<file path="config.mk">
export PLATFORM = sky130hd
export DESIGN_NAME = stepper_travel_cycle_sequencer_core
export DESIGN_NICKNAME = d
export VERILOG_FILES = /design/src/design/stc_pkg.sv /design/src/design/stc_cfg_regs.sv /design/src/design/stc_seq.sv /design/src/design/stepper_travel_cycle_sequencer_core.sv
export SDC_FILE = /design/constraint.sdc
export NUM_CORES = 1
export LEC_CHECK = 0
export BUFFER_PORTS_ARGS = -buffer_cell sky130_fd_sc_hd__buf_2
export CAP_MARGIN = 20
export CORE_AREA = 2 2 234 236
export CTS_BUF_LIST = sky130_fd_sc_hd__clkbuf_8
export DETAILED_ROUTE_END_ITERATION = 16
export DIE_AREA = 0 0 236 238
export RECOVER_POWER = 25
export SYNTH_ARGS = -nofsm -noshare
export SYNTH_HDL_FRONTEND = slang
export SYNTH_SLANG_ARGS = --single-unit
export TNS_END_PERCENT = 20
</file>
<file path="constraint.sdc">
create_clock -name clk -period 18.09 [get_ports clk]
set_input_delay 0.9045 -clock clk [delete_from_list [all_inputs] [get_ports clk]]
set_output_delay 0.9045 -clock clk [all_outputs]
set_load 0.01 [all_outputs]
</file>
<file path="src/design/stc_pkg.sv">
`default_nettype none

package stc_pkg;

  localparam int CFG_INDEX_W = 3;
  localparam int CFG_DATA_W  = 32;

  // configuration register indexes
  localparam logic [CFG_INDEX_W-1:0] CFG_FORWARD_PERIOD  = 3'd0;
  localparam logic [CFG_INDEX_W-1:0] CFG_RETURN_PERIOD   = 3'd1;
  localparam logic [CFG_INDEX_W-1:0] CFG_SHADOW_DURATION = 3'd2;
  localparam logic [CFG_INDEX_W-1:0] CFG_TRAVEL_STEPS    = 3'd3;
  localparam logic [CFG_INDEX_W-1:0] CFG_DEBOUNCE_TIME   = 3'd4;

  // register values after reset
  localparam logic [31:0] RST_FORWARD_PERIOD  = 32'd243304;
  localparam logic [31:0] RST_RETURN_PERIOD   = 32'd10000;
  localparam logic [31:0] RST_SHADOW_DURATION = 32'd2580000000;
  localparam logic [15:0] RST_TRAVEL_STEPS    = 16'd13440;
  localparam logic [31:0] RST_DEBOUNCE_TIME   = 32'd200000;

  // phase codes as seen on the result channel
  localparam logic [1:0] PHASE_IDLE   = 2'd0;
  localparam logic [1:0] PHASE_SUN    = 2'd1;
  localparam logic [1:0] PHASE_SHADOW = 2'd2;

  localparam logic DIR_FORWARD = 1'b0;
  localparam logic DIR_RETURN  = 1'b1;

  typedef struct packed {
    logic [31:0] forward_period;
    logic [31:0] return_period;
    logic [31:0] shadow_duration;
    logic [15:0] travel_steps;
    logic [31:0] debounce_time;
  } cfg_t;

  typedef struct packed {
    logic       step_pulse;
    logic       step_dir;
    logic [1:0] phase_now;
    logic [7:0] cycle_count;
    logic       cycle_done;
  } res_t;

endpackage

`default_nettype wire

</file>
<file path="src/design/stc_cfg_regs.sv">
`default_nettype none

module stc_cfg_regs
  import stc_pkg::*;
(
  input  wire logic                   clk,
  input  wire logic                   rst_n,
  input  wire logic                   wr_en,
  input  wire logic [CFG_INDEX_W-1:0] wr_index,
  input  wire logic [CFG_DATA_W-1:0]  wr_data,
  output cfg_t                        cfg
);

  cfg_t cfg_r;
  cfg_t cfg_nxt;

  always_comb begin
    cfg_nxt = cfg_r;
    if (wr_en) begin
      unique case (wr_index)
        CFG_FORWARD_PERIOD:  cfg_nxt.forward_period  = wr_data;
        CFG_RETURN_PERIOD:   cfg_nxt.return_period   = wr_data;
        CFG_SHADOW_DURATION: cfg_nxt.shadow_duration = wr_data;
        CFG_TRAVEL_STEPS:    cfg_nxt.travel_steps    = wr_data[15:0];
        CFG_DEBOUNCE_TIME:   cfg_nxt.debounce_time   = wr_data;
        default: ;
      endcase
    end
  end

  always_ff @(posedge clk) begin
    if (!rst_n) begin
      cfg_r.forward_period  <= RST_FORWARD_PERIOD;
      cfg_r.return_period   <= RST_RETURN_PERIOD;
      cfg_r.shadow_duration <= RST_SHADOW_DURATION;
      cfg_r.travel_steps    <= RST_TRAVEL_STEPS;
      cfg_r.debounce_time   <= RST_DEBOUNCE_TIME;
    end else begin
      cfg_r <= cfg_nxt;
    end
  end

  assign cfg = cfg_r;

endmodule

`default_nettype wire

</file>
<file path="src/design/stc_seq.sv">
`default_nettype none

module stc_seq
  import stc_pkg::*;
#(
  parameter int TIMER_WIDTH    = 32,
  parameter int POSITION_WIDTH = 16
) (
  input  wire logic                      clk,
  input  wire logic                      rst_n,
  input  wire logic                      adv,
  input  wire logic                      start_level,
  input  wire cfg_t                      cfg,
  output res_t                           res_nxt,
  output logic [POSITION_WIDTH-1:0]      position_nxt
);

  // compare widths wide enough for both the timer and the register
  localparam int CW  = (TIMER_WIDTH > 32) ? TIMER_WIDTH : 32;
  localparam int PCW = (POSITION_WIDTH > 16) ? POSITION_WIDTH : 16;

  localparam logic [TIMER_WIDTH-1:0]    TMAX = {TIMER_WIDTH{1'b1}};
  localparam logic [TIMER_WIDTH-1:0]    TONE = {{(TIMER_WIDTH-1){1'b0}}, 1'b1};
  localparam logic [POSITION_WIDTH-1:0] PONE = {{(POSITION_WIDTH-1){1'b0}}, 1'b1};

  typedef enum logic [1:0] {
    PH_IDLE   = PHASE_IDLE,
    PH_SUN    = PHASE_SUN,
    PH_SHADOW = PHASE_SHADOW
  } phase_t;

  phase_t                    phase_r, phase_nxt;
  logic [POSITION_WIDTH-1:0] pos_r, pos_nxt;
  logic [TIMER_WIDTH-1:0]    step_tmr_r, step_tmr_nxt;
  logic [TIMER_WIDTH-1:0]    shadow_tmr_r, shadow_tmr_nxt;
  logic [TIMER_WIDTH-1:0]    deb_tmr_r, deb_tmr_nxt;
  logic                      pin_last_r;
  logic [7:0]                cycles_r, cycles_nxt;
  logic                      pulse, dir, done;

  always_comb begin
    phase_nxt      = phase_r;
    pos_nxt        = pos_r;
    cycles_nxt     = cycles_r;
    pulse          = 1'b0;
    dir            = DIR_FORWARD;
    done           = 1'b0;
    // all timers advance first, saturating
    step_tmr_nxt   = (step_tmr_r == TMAX) ? step_tmr_r : step_tmr_r + TONE;
    shadow_tmr_nxt = (shadow_tmr_r == TMAX) ? shadow_tmr_r : shadow_tmr_r + TONE;
    deb_tmr_nxt    = (deb_tmr_r == TMAX) ? deb_tmr_r : deb_tmr_r + TONE;

    // debounced rising edge on the start pin
    if (start_level && !pin_last_r &&
        (CW'(deb_tmr_nxt) >= CW'(cfg.debounce_time))) begin
      deb_tmr_nxt = '0;
      if (phase_r == PH_IDLE) begin
        phase_nxt    = PH_SUN;
        pos_nxt      = '0;
        step_tmr_nxt = TMAX;
        cycles_nxt   = cycles_r + 8'd1;
      end
    end

    unique case (phase_nxt)
      PH_SUN: begin
        if ((PCW'(pos_nxt) < PCW'(cfg.travel_steps)) &&
            (CW'(step_tmr_nxt) >= CW'(cfg.forward_period))) begin
          step_tmr_nxt = '0;
          pos_nxt      = pos_nxt + PONE;
          pulse        = 1'b1;
        end
        // end of travel, return steps start on the next tick
        if (PCW'(pos_nxt) >= PCW'(cfg.travel_steps)) begin
          phase_nxt      = PH_SHADOW;
          shadow_tmr_nxt = '0;
          step_tmr_nxt   = TMAX;
        end
      end
      PH_SHADOW: begin
        if (CW'(shadow_tmr_nxt) >= CW'(cfg.shadow_duration)) begin
          phase_nxt = PH_IDLE;
          pos_nxt   = '0;
          done      = 1'b1;
        end else if ((pos_nxt != '0) &&
                     (CW'(step_tmr_nxt) >= CW'(cfg.return_period))) begin
          step_tmr_nxt = '0;
          pos_nxt      = pos_nxt - PONE;
          pulse        = 1'b1;
          dir          = DIR_RETURN;
        end
      end
      PH_IDLE: ;
      default: ;
    endcase
  end

  always_ff @(posedge clk) begin
    if (!rst_n) begin
      phase_r      <= PH_IDLE;
      pos_r        <= '0;
      step_tmr_r   <= TMAX;
      shadow_tmr_r <= '0;
      deb_tmr_r    <= '0;
      pin_last_r   <= 1'b1;
      cycles_r     <= '0;
    end else if (adv) begin
      phase_r      <= phase_nxt;
      pos_r        <= pos_nxt;
      step_tmr_r   <= step_tmr_nxt;
      shadow_tmr_r <= shadow_tmr_nxt;
      deb_tmr_r    <= deb_tmr_nxt;
      pin_last_r   <= start_level;
      cycles_r     <= cycles_nxt;
    end
  end

  always_comb begin
    res_nxt.step_pulse  = pulse;
    res_nxt.step_dir    = dir;
    res_nxt.phase_now   = phase_nxt;
    res_nxt.cycle_count = cycles_nxt;
    res_nxt.cycle_done  = done;
  end

  assign position_nxt = pos_nxt;

endmodule

`default_nettype wire

</file>
<file path="src/design/stepper_travel_cycle_sequencer_core.sv">
// stepper travel cycle sequencer
//
// input channel: one transaction per timer tick, carrying the sampled start
// pin level (in_valid / in_stall / in_start_level)
// result channel: exactly one transaction per input tick with step pulse,
// direction, position, phase, cycle count and cycle-done flag
// config channel: cfg_valid / cfg_ready with a register index and 32-bit data;
// cfg_ready is always high, writes take effect on the next tick processed
//
// an accepted tick waits in the input register, and its result then lands in the result register
// throughput: one tick per cycle while the receiver does not stall, set by the state update that
// runs between the input register and the result register
// a full result register with the receiver stalling holds its payload; the
// input register still takes one more tick, then in_stall rises
// reset: phase idle, position zero, step timer saturated, start pin taken as
// high, cycle count zero, registers back to their default values
`default_nettype none

module stepper_travel_cycle_sequencer_core
  import stc_pkg::*;
#(
  parameter int TIMER_WIDTH    = 32,
  parameter int POSITION_WIDTH = 16
) (
  input  wire logic                      clk,
  input  wire logic                      rst_n,
  input  wire logic                      in_valid,
  output logic                           in_stall,
  input  wire logic                      in_start_level,
  output logic                           out_valid,
  input  wire logic                      out_stall,
  output logic                           out_step_pulse,
  output logic                           out_step_dir,
  output logic [POSITION_WIDTH-1:0]      out_position,
  output logic [1:0]                     out_phase_now,
  output logic [7:0]                     out_cycle_count,
  output logic                           out_cycle_done,
  input  wire logic                      cfg_valid,
  output logic                           cfg_ready,
  input  wire logic [CFG_INDEX_W-1:0]    cfg_index,
  input  wire logic [CFG_DATA_W-1:0]     cfg_data
);

  cfg_t                      cfg;
  res_t                      res_nxt;
  logic [POSITION_WIDTH-1:0] pos_nxt;

  logic                      in_v_r;
  logic                      in_level_r;
  logic                      out_v_r;
  res_t                      res_r;
  logic [POSITION_WIDTH-1:0] pos_r;
  logic                      out_free;
  logic                      adv;
  logic                      in_take;

  assign cfg_ready = 1'b1;

  stc_cfg_regs u_cfg (
    .clk      (clk),
    .rst_n    (rst_n),
    .wr_en    (cfg_valid && cfg_ready),
    .wr_index (cfg_index),
    .wr_data  (cfg_data),
    .cfg      (cfg)
  );

  stc_seq #(
    .TIMER_WIDTH    (TIMER_WIDTH),
    .POSITION_WIDTH (POSITION_WIDTH)
  ) u_seq (
    .clk          (clk),
    .rst_n        (rst_n),
    .adv          (adv),
    .start_level  (in_level_r),
    .cfg          (cfg),
    .res_nxt      (res_nxt),
    .position_nxt (pos_nxt)
  );

  // result register frees up when empty or when its transaction leaves
  assign out_free = !out_v_r || !out_stall;
  assign adv      = in_v_r && out_free;
  assign in_stall = in_v_r && !out_free;
  assign in_take  = in_valid && !in_stall;

  always_ff @(posedge clk) begin
    if (!rst_n) begin
      in_v_r  <= 1'b0;
      out_v_r <= 1'b0;
    end else begin
      if (in_take) begin
        in_v_r <= 1'b1;
      end else if (adv) begin
        in_v_r <= 1'b0;
      end
      if (adv) begin
        out_v_r <= 1'b1;
      end else if (!out_stall) begin
        out_v_r <= 1'b0;
      end
    end
  end

  always_ff @(posedge clk) begin
    if (in_take) begin
      in_level_r <= in_start_level;
    end
    if (adv) begin
      res_r <= res_nxt;
      pos_r <= pos_nxt;
    end
  end

  assign out_valid       = out_v_r;
  assign out_step_pulse  = res_r.step_pulse;
  assign out_step_dir    = res_r.step_dir;
  assign out_position    = pos_r;
  assign out_phase_now   = res_r.phase_now;
  assign out_cycle_count = res_r.cycle_count;
  assign out_cycle_done  = res_r.cycle_done;

endmodule

`default_nettype wire

</file>
-- After elaboration in Yosys (flattened, before gate mapping)
Index checks and enable logic that the tools add are counted.
- register bits after elaboration: 299
- logic and storage cells: 101
- input bits: 41
- $lt $le $gt $ge: 6
- reduce and logical (&&, ||, !) cells: 22
- add/subtract/negate cells: 6
- equality and inequality tests: 10
- muxes and demuxes: 36
- operators with widths (kind ; count):
    two-way mux 32 bit ; 12
    greater-or-equal comparator 32 bit ; 4
    adder 32 x 1 -> 32 bit, second input constant ; 3
    equality test 32 bit, second input constant ; 3
    two-way mux 16 bit ; 6
    one-hot mux 32 bit (2 select lines) ; 1
    one-hot mux 16 bit (2 select lines) ; 1
    adder 16 x 1 -> 16 bit, second input constant ; 1
    greater-or-equal comparator 16 bit ; 1
    < comparator 16 bit ; 1
    two-way mux 8 bit ; 2
    nonzero test 16 bit ; 1
    subtractor 16 x 1 -> 16 bit, second input constant ; 1
    AND reduction 2 bit ; 5
    adder 8 x 1 -> 8 bit, second input constant ; 1
    two-way mux 1 bit ; 8
    two-way mux 2 bit ; 4
    logical AND 1 bit ; 7
    equality test 3 x 2 -> 1 bit, second input constant ; 2
    logical NOT 1 bit ; 5
    one-hot mux 2 bit (2 select lines) ; 1
    equality test 3 x 1 -> 1 bit, second input constant ; 1
    equality test 3 bit, second input constant ; 1
    logical NOT 3 bit ; 1
    other kinds (7) ; 7

-- Logic depth before layout (Yosys ltp)
Gate-level depths: netlist of run 1.
- word-level depth: 12
- gate-level depth with buffers: 42
- gate-level depth less buffers: 37

-- Modules after synthesis
A second synthesis of run 1 with hierarchy kept.
- cells, all modules: 2353
- area total of the unflattened synthesis: 19673.9 µm²
- by module, submodules not included (module ; seq. area each (µm²) ; cells each ; area each (µm²) ; times used):
    stc_seq ; 2462.4 ; 1783 ; 13148.9 ; 1
    stc_cfg_regs ; 2882.8 ; 530 ; 5529.1 ; 1
    stepper_travel_cycle_sequencer_core ; 940.9 ; 40 ; 996.0 ; 1

-- Worst setup path after synthesis of run 1
OpenSTA, ideal clock, no wires.
- kind: flip-flop to flip-flop
- from: register u_seq.deb_tmr_r[17]
- to: register u_seq.step_tmr_r[24]
- setup time: 0.145 ns
- setup slack: 9.292 ns
- buffers on the path: 9
- arrival time: 8.653 ns
- stages on the path, launching flop included: 41
- cells stage by stage: dfxtp_1 > clkbuf_1 > nand3_1 > or4_1 > nor4_1 > or3_1 > clkbuf_1 > nor3_1 > nand4_1 > xnor2_1 > ha_1 > a21oi_1 > o21ai_0 > a222oi_1 > a21oi_1 > a21oi_2 > clkbuf_1 > buf_1 > [... 5 more ...] > o21ai_0 > a31oi_1 > nor4_2 > buf_2 > nor4_1 > a31oi_1 > o21a_1 > ha_1 > a211o_1 > a2111oi_0 > o2111ai_1 > nand3_1 > o21ba_2 > clkbuf_1 > and2_1 > buf_2 > buf_2 > a311oi_2
- cells in the longest elaborated chain, start to end: 12
- elaborated cells on any way between the ends: 25
- ends and longest elaborated chain (element ; line ; text):
    start: declaration ; stc_seq.sv:36 ; logic [TIMER_WIDTH-1:0] deb_tmr_r, deb_tmr_nxt;
    start signal: assignment ; stc_seq.sv:112 ; deb_tmr_r <= deb_tmr_nxt;
    adder 32 x 1 -> 32 bit or equality test 32 bit (tied branches) ; stc_seq.sv:51 ; deb_tmr_nxt = (deb_tmr_r == TMAX) ? deb_tmr_r : deb_tmr_r + TONE;
    two-way mux 32 bit (*) ; stc_seq.sv:51 ;
    greater-or-equal comparator 32 bit (*) ; stc_seq.sv:55 ; (CW'(deb_tmr_nxt) >= CW'(cfg.debounce_time))) begin
    logical AND 1 bit (*) ; stc_seq.sv:54 ; if (start_level && !pin_last_r &&
    two-way mux 32 bit or two-way mux 16 bit (tied branches) ; stc_seq.sv:54 ;
    greater-or-equal comparator 32 bit or < comparator 16 bit (tied branches) ; stc_seq.sv:68, stc_seq.sv:67 ;
    logical AND 1 bit ; stc_seq.sv:67 ; if ((PCW'(pos_nxt) < PCW'(cfg.travel_steps)) &&
    two-way mux 16 bit ; stc_seq.sv:67 ;
    two-way mux 16 bit ; stc_seq.sv:65 ; unique case (phase_nxt)
    greater-or-equal comparator 16 bit ; stc_seq.sv:74 ; if (PCW'(pos_nxt) >= PCW'(cfg.travel_steps)) begin
    two-way mux 32 bit ; stc_seq.sv:74 ;
    one-hot mux 32 bit (2 select lines) (*) ; stc_seq.sv:65 ;
    end signal: assignment ; stc_seq.sv:110 ; step_tmr_r <= step_tmr_nxt;
    end: declaration ; stc_seq.sv:34 ; logic [TIMER_WIDTH-1:0] step_tmr_r, step_tmr_nxt;
Mark *: on every way between the ends. The rest lies on a longest branch, timed or not. The select of a mux whose other input is x is not followed.
A chain may end at the register's enable or synchronous reset.

-- Final worst setup path of run 1
- from: register u_seq.deb_tmr_r[0]
- to: register u_seq.step_tmr_r[19]
The elaborated chain is that of the path after synthesis.

==> impl_summary.log, run 1 <==
[metrics] Worst Setup Slack post-DPL: 7.091 ns
[metrics] cell chosen for the clock root: clkbuf_8
[metrics] fraction of post-synthesis cell area in the top cell type by area: about 29%
[metrics] nets: 2628
[metrics] growth of design area from synthesis to finish: 10.55%
[metrics] number of antenna violations at the first check in global routing: 2
[metrics] total of warnings raised by yosys: 0
[metrics] number of logic stages on the critical path including buffering: 37
[metrics] number of flops mapped to enable cells by yosys: 30
[metrics] number of distinct library cells after synthesis: a little under 90
[metrics] Worst R2R Path Depth: 37
[metrics] r2r endpoint: u_seq.step_tmr_r[19]
[metrics] largest stage delay on the critical path: around 0.77 ns
[metrics] wire length of the first global-routing pass: 92120 um
[metrics] FFs w/ async S/R, synth: 0%
[metrics] end point of the most critical hold path: in_level_r
[metrics] clock period minus final worst setup slack: about 11 ns
[metrics] Leakage Power: slightly above 8 nW
[metrics] number of register bits inferred by synthesis: approximately 300
[metrics] CTS tree: done
[metrics] Ports: 73
[metrics] Total Power: roughly 2.4 mW
[metrics] slowest cell on the critical path: and2_1
[metrics] post-route fraction of the period consumed by the critical path: approximately 62%
[metrics] number of global-route vias before repair: 16470
[metrics] count of routing violations after the opening detailed-route iteration: between 1000 and 1500
[metrics] drt drc: 0
[metrics] number of maximum-capacitance constraint violations: 6
[metrics] RR Startpoint: u_seq.deb_tmr_r[0]
[metrics] worst slew pin tran: ~2.8 ns
[metrics] Worst Slack Setup Final: around 7 ns
[metrics] number of cells produced by synthesis: 2400
[metrics] width of the die: between 200 and 250 um
[metrics] sum of buffers and inverters on the critical path: 4
[metrics] number of hold buffers added after CTS: 0
[metrics] CTS H-Tree Depth: 2
[metrics] count of clock tree sinks: around 300
[metrics] Worst setup EP type: flop
[metrics] library cell occupying the most area in the post-synthesis netlist: dfxtp_1
[metrics] violations in the final reports: max-capacitance violations, max-slew violations
[metrics] result of the run: finished with violations
[metrics] router iterations before antenna repair: 5
[metrics] beginning of the worst hold path: in_start_level
[metrics] setup violation total in the final timing report: 0
[metrics] DRT Wirelength: between 50000 and 60000 um
[metrics] net count after synthesis: between 2000 and 3000
[metrics] number of max-slew violations in the final report: 300
[metrics] type of the worst setup path: flop to flop
[metrics] leading register cell type out of synthesis: dfxtp_1
[metrics] detailed placement HPWL: between 40000 and 50000 um
[metrics] clk_skew: between 0.03 and 0.04 ns
[metrics] antenna-violating nets left: 0
[metrics] pin count of the biggest net entering global routing: 101
[metrics] Clk pin slew, worst setup/hold paths: 0.06 ns
[metrics] Overflow after GRT: 0
[metrics] gpl congestion: between 0.9 and 1
[metrics] routed length per placed instance: ~19 um
[metrics] maximum VDD drop: ~52 uV
[metrics] Hold Path Cell Cnt: 1
[metrics] fraction of final layout cells sized beyond drive strength 1: under 10%
[metrics] CP startpoint kind: flop
[metrics] CP arrival: 11.73 ns
[metrics] fmax: between 80 and 90 MHz
[metrics] Mapped Area: ~0.019 sq mm
[metrics] Die Y-Extent: 238 um
[metrics] dominant cell by count in the synthesized netlist: nand2_1
[metrics] setup slack of the most critical reg-to-reg path: 6.87 ns
[metrics] total of cells resized after clock tree synthesis: 0
[metrics] Die Footprint: 0.05617 sq mm
[metrics] Seq/Total Area, Yosys: roughly 34%
[metrics] Worst EP required: about 19 ns
[metrics] worst hold path class: input pin to flop
[metrics] setup repair after global routing missed its margin: false
[metrics] clock latency at the later pin of the worst-skew pair: 0.66 ns
[metrics] number of port buffers: just over 70
[metrics] area of the core: between 0.05 and 0.06 sq mm
[metrics] Commonest cells post-synth: nand2_1 (465), dfxtp_1 (269), a21oi_1 (251), inv_1 (168), ha_1 (165)
[metrics] average instance area after synthesis: between 7 and 8 sq um
[metrics] final-report hold violation count: 0
[metrics] Max Buffers Root-to-Sink: 3
[metrics] Via-to-Cell Ratio: around 5.5
[metrics] remaining max-slew budget at the tightest pin: -87.89%
[metrics] std cell rows: 85
[metrics] kind of cell with the highest combined delay on the critical path: simple AND/OR/NAND/NOR gates
[metrics] number of buffers created by CTS: 53
[metrics] worst-path fanout max: 64
[metrics] overall via count from detail_route: 17370
[metrics] top post-synthesis cells by area: dfxtp_1 (29%), ha_1 (11%), nand2_1 (9.4%), a21oi_1 (6.7%), edfxtp_1 (4.8%)
[metrics] total track usage: just over 20%
[metrics] Cell Pwr Density: 118.7 mW/mm^2
[metrics] final total negative setup slack: 0 ns
[metrics] Initial Utilization: between 30% and 40%
[metrics] post-CTS setup repair buffer count: 0
## stage by stage
stage                     instance area, sq um  util [%]  cells  hold WS, ns
after CTS                                20610     38.53   3157       0.3957
after global routing                     20580     38.47   3159       0.4187
after global placement                   19510     36.46   3061       0.4416
final                                    20580     38.47   3159       0.4483
after floorplan                          18610         -   2400       0.4319
after detailed placement                 19530     36.52   3062       0.4467
## layout by cell type, fill, tap and decap left out, types with 15 or more instances in the layout
master	n
o21ai_0	96
nor3_1	39
and2_1	16
edfxtp_1	30
xor2_1	43
nand2_1	464
a31oi_1	22
and3_1	29
inv_1	183
nor2_1	147
a21o_1	18
nand4_1	52
or3_1	24
a21oi_1	251
clkbuf_8	67
a22oi_1	22
buf_2	48
nand3_1	61
clkbuf_1	29
buf_4	15
o211ai_1	48
ha_1	165
dfxtp_1	269
xnor2_1	72
nand3b_1	30
## worst max-delay path by stage
stage / startpoint / end
floorplan: u_seq.deb_tmr_r[17] / u_seq.step_tmr_r[24]
CTS: u_seq.deb_tmr_r[0] / u_seq.step_tmr_r[19]
detailed placement: u_seq.deb_tmr_r[0] / u_seq.step_tmr_r[19]
global route: u_seq.deb_tmr_r[0] / u_seq.step_tmr_r[19]
finish: u_seq.deb_tmr_r[0] / u_seq.step_tmr_r[19]
global placement: u_seq.deb_tmr_r[0] / u_seq.step_tmr_r[19]
## state kept, by name, indices dropped and copies added (netlist names)
signal and flops:
out_cycle_count 8, u_seq.cycles_r 8, u_seq.phase_r 2, u_seq.deb_tmr_r 32
out_position 16, in_level_r 1, u_seq.shadow_tmr_r 32, u_seq.step_tmr_r 32
in_v_r 1, out_phase_now 2, out_step_pulse 1, u_seq.pos_r 16
out_cycle_done 1, u_cfg.cfg 144, u_seq.pin_last_r 1, out_step_dir 1
out_valid 1
## where the power goes
part	switching [mW]	internal, mW
combinational	0.641	0.400
sequential	0.0425	0.708
clock	0.303	0.347
## layout make-up
class / instances / area, sq um
Timing Repair Buffer: 94 / 504.2
Fill cell: 5546 / 32920
Clock inverter: 28 / 156.4
Antenna cell: 1 / 2.502
Tap cell: 696 / 870.8
Inverter: 172 / 646.9
Clock buffer: 67 / 922.1
Multi-Input combinational cell: 1802 / 11190
Sequential cell: 299 / 6286
## kinds of logic (layout without fill, tap and decap cells)
group	after synthesis	after routing	share of synthesized area [%]
simple gates	944	944	23.69
mux	7	7	0.4033
compound gates	570	570	19.42
fa+ha+maj	165	165	11.09
xor+xnor	115	115	5.411
flops	299	299	33.77
other cells	1	2	0.02015
buf+inv	299	361	6.191
## routing by layer
layer / track usage (%) / vias up / share of wire (%)
li1: - / 8454 / -
met1: 27.76 / 8233 / 45
met2: 34.13 / 553 / 46
met3: 2.580 / 125 / 5.7
met4: 7.334 / 0 / 2.8
met5: 0 / - / 0
Note: power is estimated with default switching activity, not from simulation.
==> inputs of run 2 (changes only) <==
--- a/config.mk
+++ b/config.mk
@@ -5,12 +5,13 @@
 export SDC_FILE = /design/constraint.sdc
 export NUM_CORES = 1
 export LEC_CHECK = 0
+export ABC_AREA = 1
 export BUFFER_PORTS_ARGS = -buffer_cell sky130_fd_sc_hd__buf_2
 export CAP_MARGIN = 20
-export CORE_AREA = 2 2 234 236
+export CORE_AREA = 2 2 237 239
 export CTS_BUF_LIST = sky130_fd_sc_hd__clkbuf_8
 export DETAILED_ROUTE_END_ITERATION = 16
-export DIE_AREA = 0 0 236 238
+export DIE_AREA = 0 0 239 241
 export RECOVER_POWER = 25
 export SYNTH_ARGS = -nofsm -noshare
 export SYNTH_HDL_FRONTEND = slang
==> constraint.sdc (replaced) <==
create_clock -name clk -period 10.6 [get_ports clk]
set_input_delay 0.53 -clock clk [delete_from_list [all_inputs] [get_ports clk]]
set_output_delay 0.53 -clock clk [all_outputs]
set_load 0.01 [all_outputs]
==> impl_summary.log, run 2 <==
[metrics] type of the worst setup path: flop to flop (unchanged)
[metrics] Worst Setup Slack post-DPL: 1.480 ns (was 7.091 ns)
[metrics] # placed instances: 3450 (was 3062)
[metrics] worst setup path startpoint: u_seq.deb_tmr_r[0] (unchanged)
[metrics] CTS tree: done (unchanged)
[metrics] final total negative setup slack: 0 ns (unchanged)
[metrics] result of the run: finished with violations (unchanged)
[metrics] std cell rows: 86 (was 85)
[metrics] Cell Pwr Density: 156.4 mW/mm^2 (was 118.7 mW/mm^2)
[metrics] Worst Slack Setup Final: 1.256 ns (was 6.869 ns)
[metrics] area of the core: 0.05488 sq mm (was 0.05350 sq mm)
[metrics] total track usage: 19.35% (was 20.67%)
[metrics] total of cells resized after clock tree synthesis: 0 (unchanged)
[metrics] gpl congestion: 0.9022 (was 0.9192)
[metrics] combinational share of power: 26.4% (was 42.6%)
[metrics] CP startpoint kind: flop (unchanged)
[metrics] maximum VDD drop: 86.62 uV (was 52.03 uV)
[metrics] setup slack of the most critical reg-to-reg path: 1.26 ns (was 6.87 ns)
[metrics] drt drc: 0 (unchanged)
[metrics] dominant cell by count in the synthesized netlist: nand2_1 (unchanged)
[metrics] r2r endpoint: u_seq.shadow_tmr_r[8] (was u_seq.step_tmr_r[19])
[metrics] number of flops mapped to enable cells by yosys: 30 (unchanged)
[metrics] number of distinct library cells after synthesis: 55 (was 89)
[metrics] M3 GR Usage: 2.871% (was 2.580%)
[metrics] remaining max-slew budget at the tightest pin: -170.8% (was -87.89%)
[metrics] Worst setup EP type: flop (unchanged)
[metrics] Initial Utilization: 34.65% (was 34.80%)
[metrics] Worst EP required: 11.10 ns (was 18.60 ns)
[metrics] leading register cell type out of synthesis: dfxtp_1 (unchanged)
[metrics] Leakage Power: 9.939 nW (was 8.145 nW)
[metrics] number of maximum-capacitance constraint violations: 5 (was 6)
[metrics] Commonest cells post-synth: nand2_1 (758), inv_1 (343), dfxtp_1 (269), a21oi_1 (265), ha_1 (165) (was nand2_1 (465), dfxtp_1 (269), a21oi_1 (251), inv_1 (168), ha_1 (165))
[metrics] overall via count from detail_route: 17450 (was 17370)
[metrics] antenna-violating nets left: 0 (unchanged)
[metrics] most frequent standard cell in the layout excluding fill and tap cells: nand2_1 (unchanged)
[metrics] Global Route met1 Usage: 26.81% (was 27.76%)
[metrics] router iterations before antenna repair: 5 (unchanged)
[metrics] Clk pin slew, worst setup/hold paths: 0.06 ns (about the same)
[metrics] cell chosen for the clock root: clkbuf_8 (unchanged)
[metrics] largest family of logic cells by synthesized area: simple AND/OR/NAND/NOR gates (unchanged)
[metrics] RR Startpoint: u_seq.deb_tmr_r[0] (unchanged)
[metrics] clock period minus final worst setup slack: 9.344 ns (was 11.22 ns)
[metrics] non-filler cells in the finished layout: 3555 (was 3159)
[metrics] width of the die: 239 um (was 236 um)
[metrics] GR met2 Demand/Resource: 31.35% (was 34.13%)
[metrics] CTS H-Tree Depth: 2 (unchanged)
[metrics] net count after synthesis: 2971 (was 2606)
[metrics] Die Footprint: 0.05760 sq mm (was 0.05617 sq mm)
[metrics] sequential fraction of design power: 37.3% (was 30.7%)
[metrics] violations in the final reports: max-capacitance violations, max-slew violations (unchanged)
[metrics] count of routing violations after the opening detailed-route iteration: 1133 (was 1353)
[metrics] switching power total: 1.144 mW (was 0.9869 mW)
[metrics] fraction of post-synthesis cell area in the top cell type by area: 28.32% (was 28.93%)
[metrics] total of warnings raised by yosys: 0 (unchanged)
[metrics] Hold Path Cell Cnt: 3 (was 1)
[metrics] setup repair after global routing missed its margin: false (unchanged)
[metrics] area of the multi-input gates: 0.01089 sq mm (was 0.01119 sq mm)
[metrics] Worst R2R Path Depth: 45 (was 37)
[metrics] number of buffers created by CTS: 57 (was 53)
[metrics] clk_skew: 0.05579 ns (was 0.03746 ns)
[metrics] Die Y-Extent: 241 um (was 238 um)
[metrics] clock share of power: 36.4% (was 26.6%)
[metrics] number of register bits inferred by synthesis: 299 (unchanged)
[metrics] detailed placement HPWL: 39970 um (was 42800 um)
[metrics] post-route fraction of the period consumed by the critical path: 88.15% (was 62.03%)
[metrics] max FFs per register: 144 (unchanged)
[metrics] arithmetic-cell share of the synthesized area counting full adders, half adders and majority gates: 10.86% (was 11.09%)
[metrics] Max Buffers Root-to-Sink: 3 (unchanged)
[metrics] wire length of the first global-routing pass: 89020 um (was 92120 um)
[metrics] number of antenna violations at the first check in global routing: 1 (was 2)
[metrics] Via-to-Cell Ratio: 4.908 (was 5.497)
[metrics] fmax: 107.0 MHz (was 89.12 MHz)
[metrics] global-route layer with the greatest usage: met2 (unchanged)
[metrics] number of cells produced by synthesis: 2765 (was 2400)
[metrics] internal power: 2.157 mW (was 1.456 mW)
[metrics] most used cell along the critical path: nand2_1
[metrics] simple-gate share of the synthesized area: 27.72% (was 23.69%)
[metrics] pin count of the biggest net entering global routing: 95 (was 101)
[metrics] routed length per placed instance: 15.62 um (was 18.85 um)
[metrics] beginning of the worst hold path: in_valid (was in_start_level)
[metrics] nets: 3012 (was 2628)
[metrics] top post-synthesis cells by area: dfxtp_1 (28%), nand2_1 (15%), ha_1 (11%), a21oi_1 (7.0%), inv_1 (6.8%) (was dfxtp_1 (29%), ha_1 (11%), nand2_1 (9.4%), a21oi_1 (6.7%), edfxtp_1 (4.8%))
[metrics] CP arrival: 9.84 ns (was 11.73 ns)
[metrics] Setup crit end: u_seq.shadow_tmr_r[8] (was u_seq.step_tmr_r[19])
[metrics] most used cells in the layout excluding fill and tap cells: nand2_1 (758), inv_1 (360), dfxtp_1 (269) (was nand2_1 (464), dfxtp_1 (269), a21oi_1 (251))
[metrics] final-report hold violation count: 0 (unchanged)
[metrics] slowest cell on the critical path: nand3_1 (was and2_1)
[metrics] number of max-slew violations in the final report: 270 (was 300)
[metrics] Seq. cell area: 0.006286 sq mm (unchanged)
[metrics] largest stage delay on the critical path: 0.55 ns (was 0.77 ns)
[metrics] Compound-Gate Fraction of Synth Area: 14.25% (was 19.42%)
[metrics] growth of design area from synthesis to finish: 11.00% (was 10.55%)
[metrics] worst-path fanout max: 45 (was 64)
[metrics] average instance area after synthesis: 6.877 sq um (was 7.756 sq um)
[metrics] FFs w/ async S/R, synth: 0% (unchanged)
[metrics] Fillers: 5894 (was 5546)
[metrics] fraction of final layout cells sized beyond drive strength 1: 8.316% (was 7.839%)
[metrics] Mapped Area: 0.01901 sq mm (was 0.01861 sq mm)
[metrics] proportion of total power due to net switching: 34.65% (was 40.41%)
[metrics] Overflow after GRT: 0 (unchanged)
[metrics] fraction of synthesized cell area in xor and xnor cells: 4.178% (was 5.411%)
[metrics] Seq/Total Area, Yosys: 33.06% (was 33.77%)
[metrics] clock latency at the later pin of the worst-skew pair: 0.68 ns (was 0.66 ns)
[metrics] setup violation total in the final timing report: 0 (unchanged)
[metrics] worst hold path class: input pin to flop (unchanged)
[metrics] Ports: 73 (unchanged)
[metrics] library cell occupying the most area in the post-synthesis netlist: dfxtp_1 (unchanged)
[metrics] number of port buffers: 71 (unchanged)
[metrics] fraction of synthesized area in multiplexers: 0.1053% (was 0.4033%)
[metrics] DRT Wirelength: 55530 um (was 59550 um)
[metrics] count of clock tree sinks: 299 (unchanged)
[metrics] number of global-route vias before repair: 16050 (was 16470)
[metrics] worst slew pin tran: 4.062 ns (was 2.818 ns)
==> run 2: cell count changes in the layout (fill, tap and decap cells not counted), sizes merged, moves of 18 or more <==
cell / before / now
a22oi: 22 / 0
a311oi: 20 / 0
a31oi: 22 / 2
and3: 29 / 0
inv: 184 / 392
nand2: 465 / 767
nand3: 61 / 146
nand3b: 31 / 9
nor2: 149 / 171
o21ai: 103 / 156
or2: 7 / 25
or3: 24 / 0
xnor2: 72 / 17
xor2: 43 / 72
==> run 2: cells by family (layout without fill, tap and decap cells) <==
| family | Yosys count | after routing |
|---|---|---|
| DFF | 299 | 299 |
| buffers and inverters | 485 | 570 |
| other | 1 | 2 |
| xor gates and xnor gates | 89 | 89 |
| adders and majority gates | 165 | 165 |
| AOI/OAI and AO/OA | 500 | 500 |
| and+or+nand+nor | 1224 | 1224 |
| muxes | 2 | 2 |
==> run 2: cell type report <==
cell class	instances	area share, %
clock buffers	72	4.695
clock inverters	31	0.9604
well taps	704	4.174
flip-flops and latches	299	29.78
diodes	1	0.01186
multi-input cells	1981	51.59
repair buffers	86	1.992
inverters	381	6.794
==> run 2: critical path: cells and delay by family (launching register included) <==
kind,cells,cell delay (ns)
flops,1,0.40
compound gates,6,1.37
fa+ha+maj,4,0.82
simple gates,28,4.96
buf+inv,7,1.52
==> run 2: metal layers <==
layer | vias up | share of wire, %
li1 | 9080 | -
met2 | 397 | 45
met1 | 7885 | 48
met5 | - | 0
met4 | 0 | 2.3
met3 | 86 | 4.8
==> run 2: how the worst min path moves through the flow <==
stage / end / slack (ns)
finish: in_v_r / 0.14
global route: in_v_r / 0.14
CTS: in_v_r / 0.11
detailed placement: u_cfg.cfg[95] / 0.46
global placement: u_cfg.cfg[114] / 0.45
floorplan: u_cfg.cfg[23] / 0.44
==> run 2: power groups by stage <==
stage               clock, mW  combinational, mW  sequential (mW)
floorplan                   0              0.635             1.25
global placement            0              0.856             1.25
detailed placement          0              0.856             1.25
CTS                      1.23              0.865             1.23
global route             1.28               1.00             1.24
finish                   1.20              0.870             1.23
==> run 2: per-stage QoR <==
stage                     utilization, %  hold slack (ns)  area [sq um]  power [mW]
final                              38.46           0.1401         21110       3.300
after global routing               38.46           0.1359         21110       3.522
after CTS                          38.57           0.1050         21160       3.327
after detailed placement           36.37           0.4554         19960       2.108
after global placement             36.37           0.4511         19960       2.109
after floorplan                        -           0.4353         19010       1.885
==> run 2: repair_timing <==
item	4_1_cts	5_1_grt
hold buffers	1	0
endpoints found under the hold margin	1	0
buffers inserted	0	0
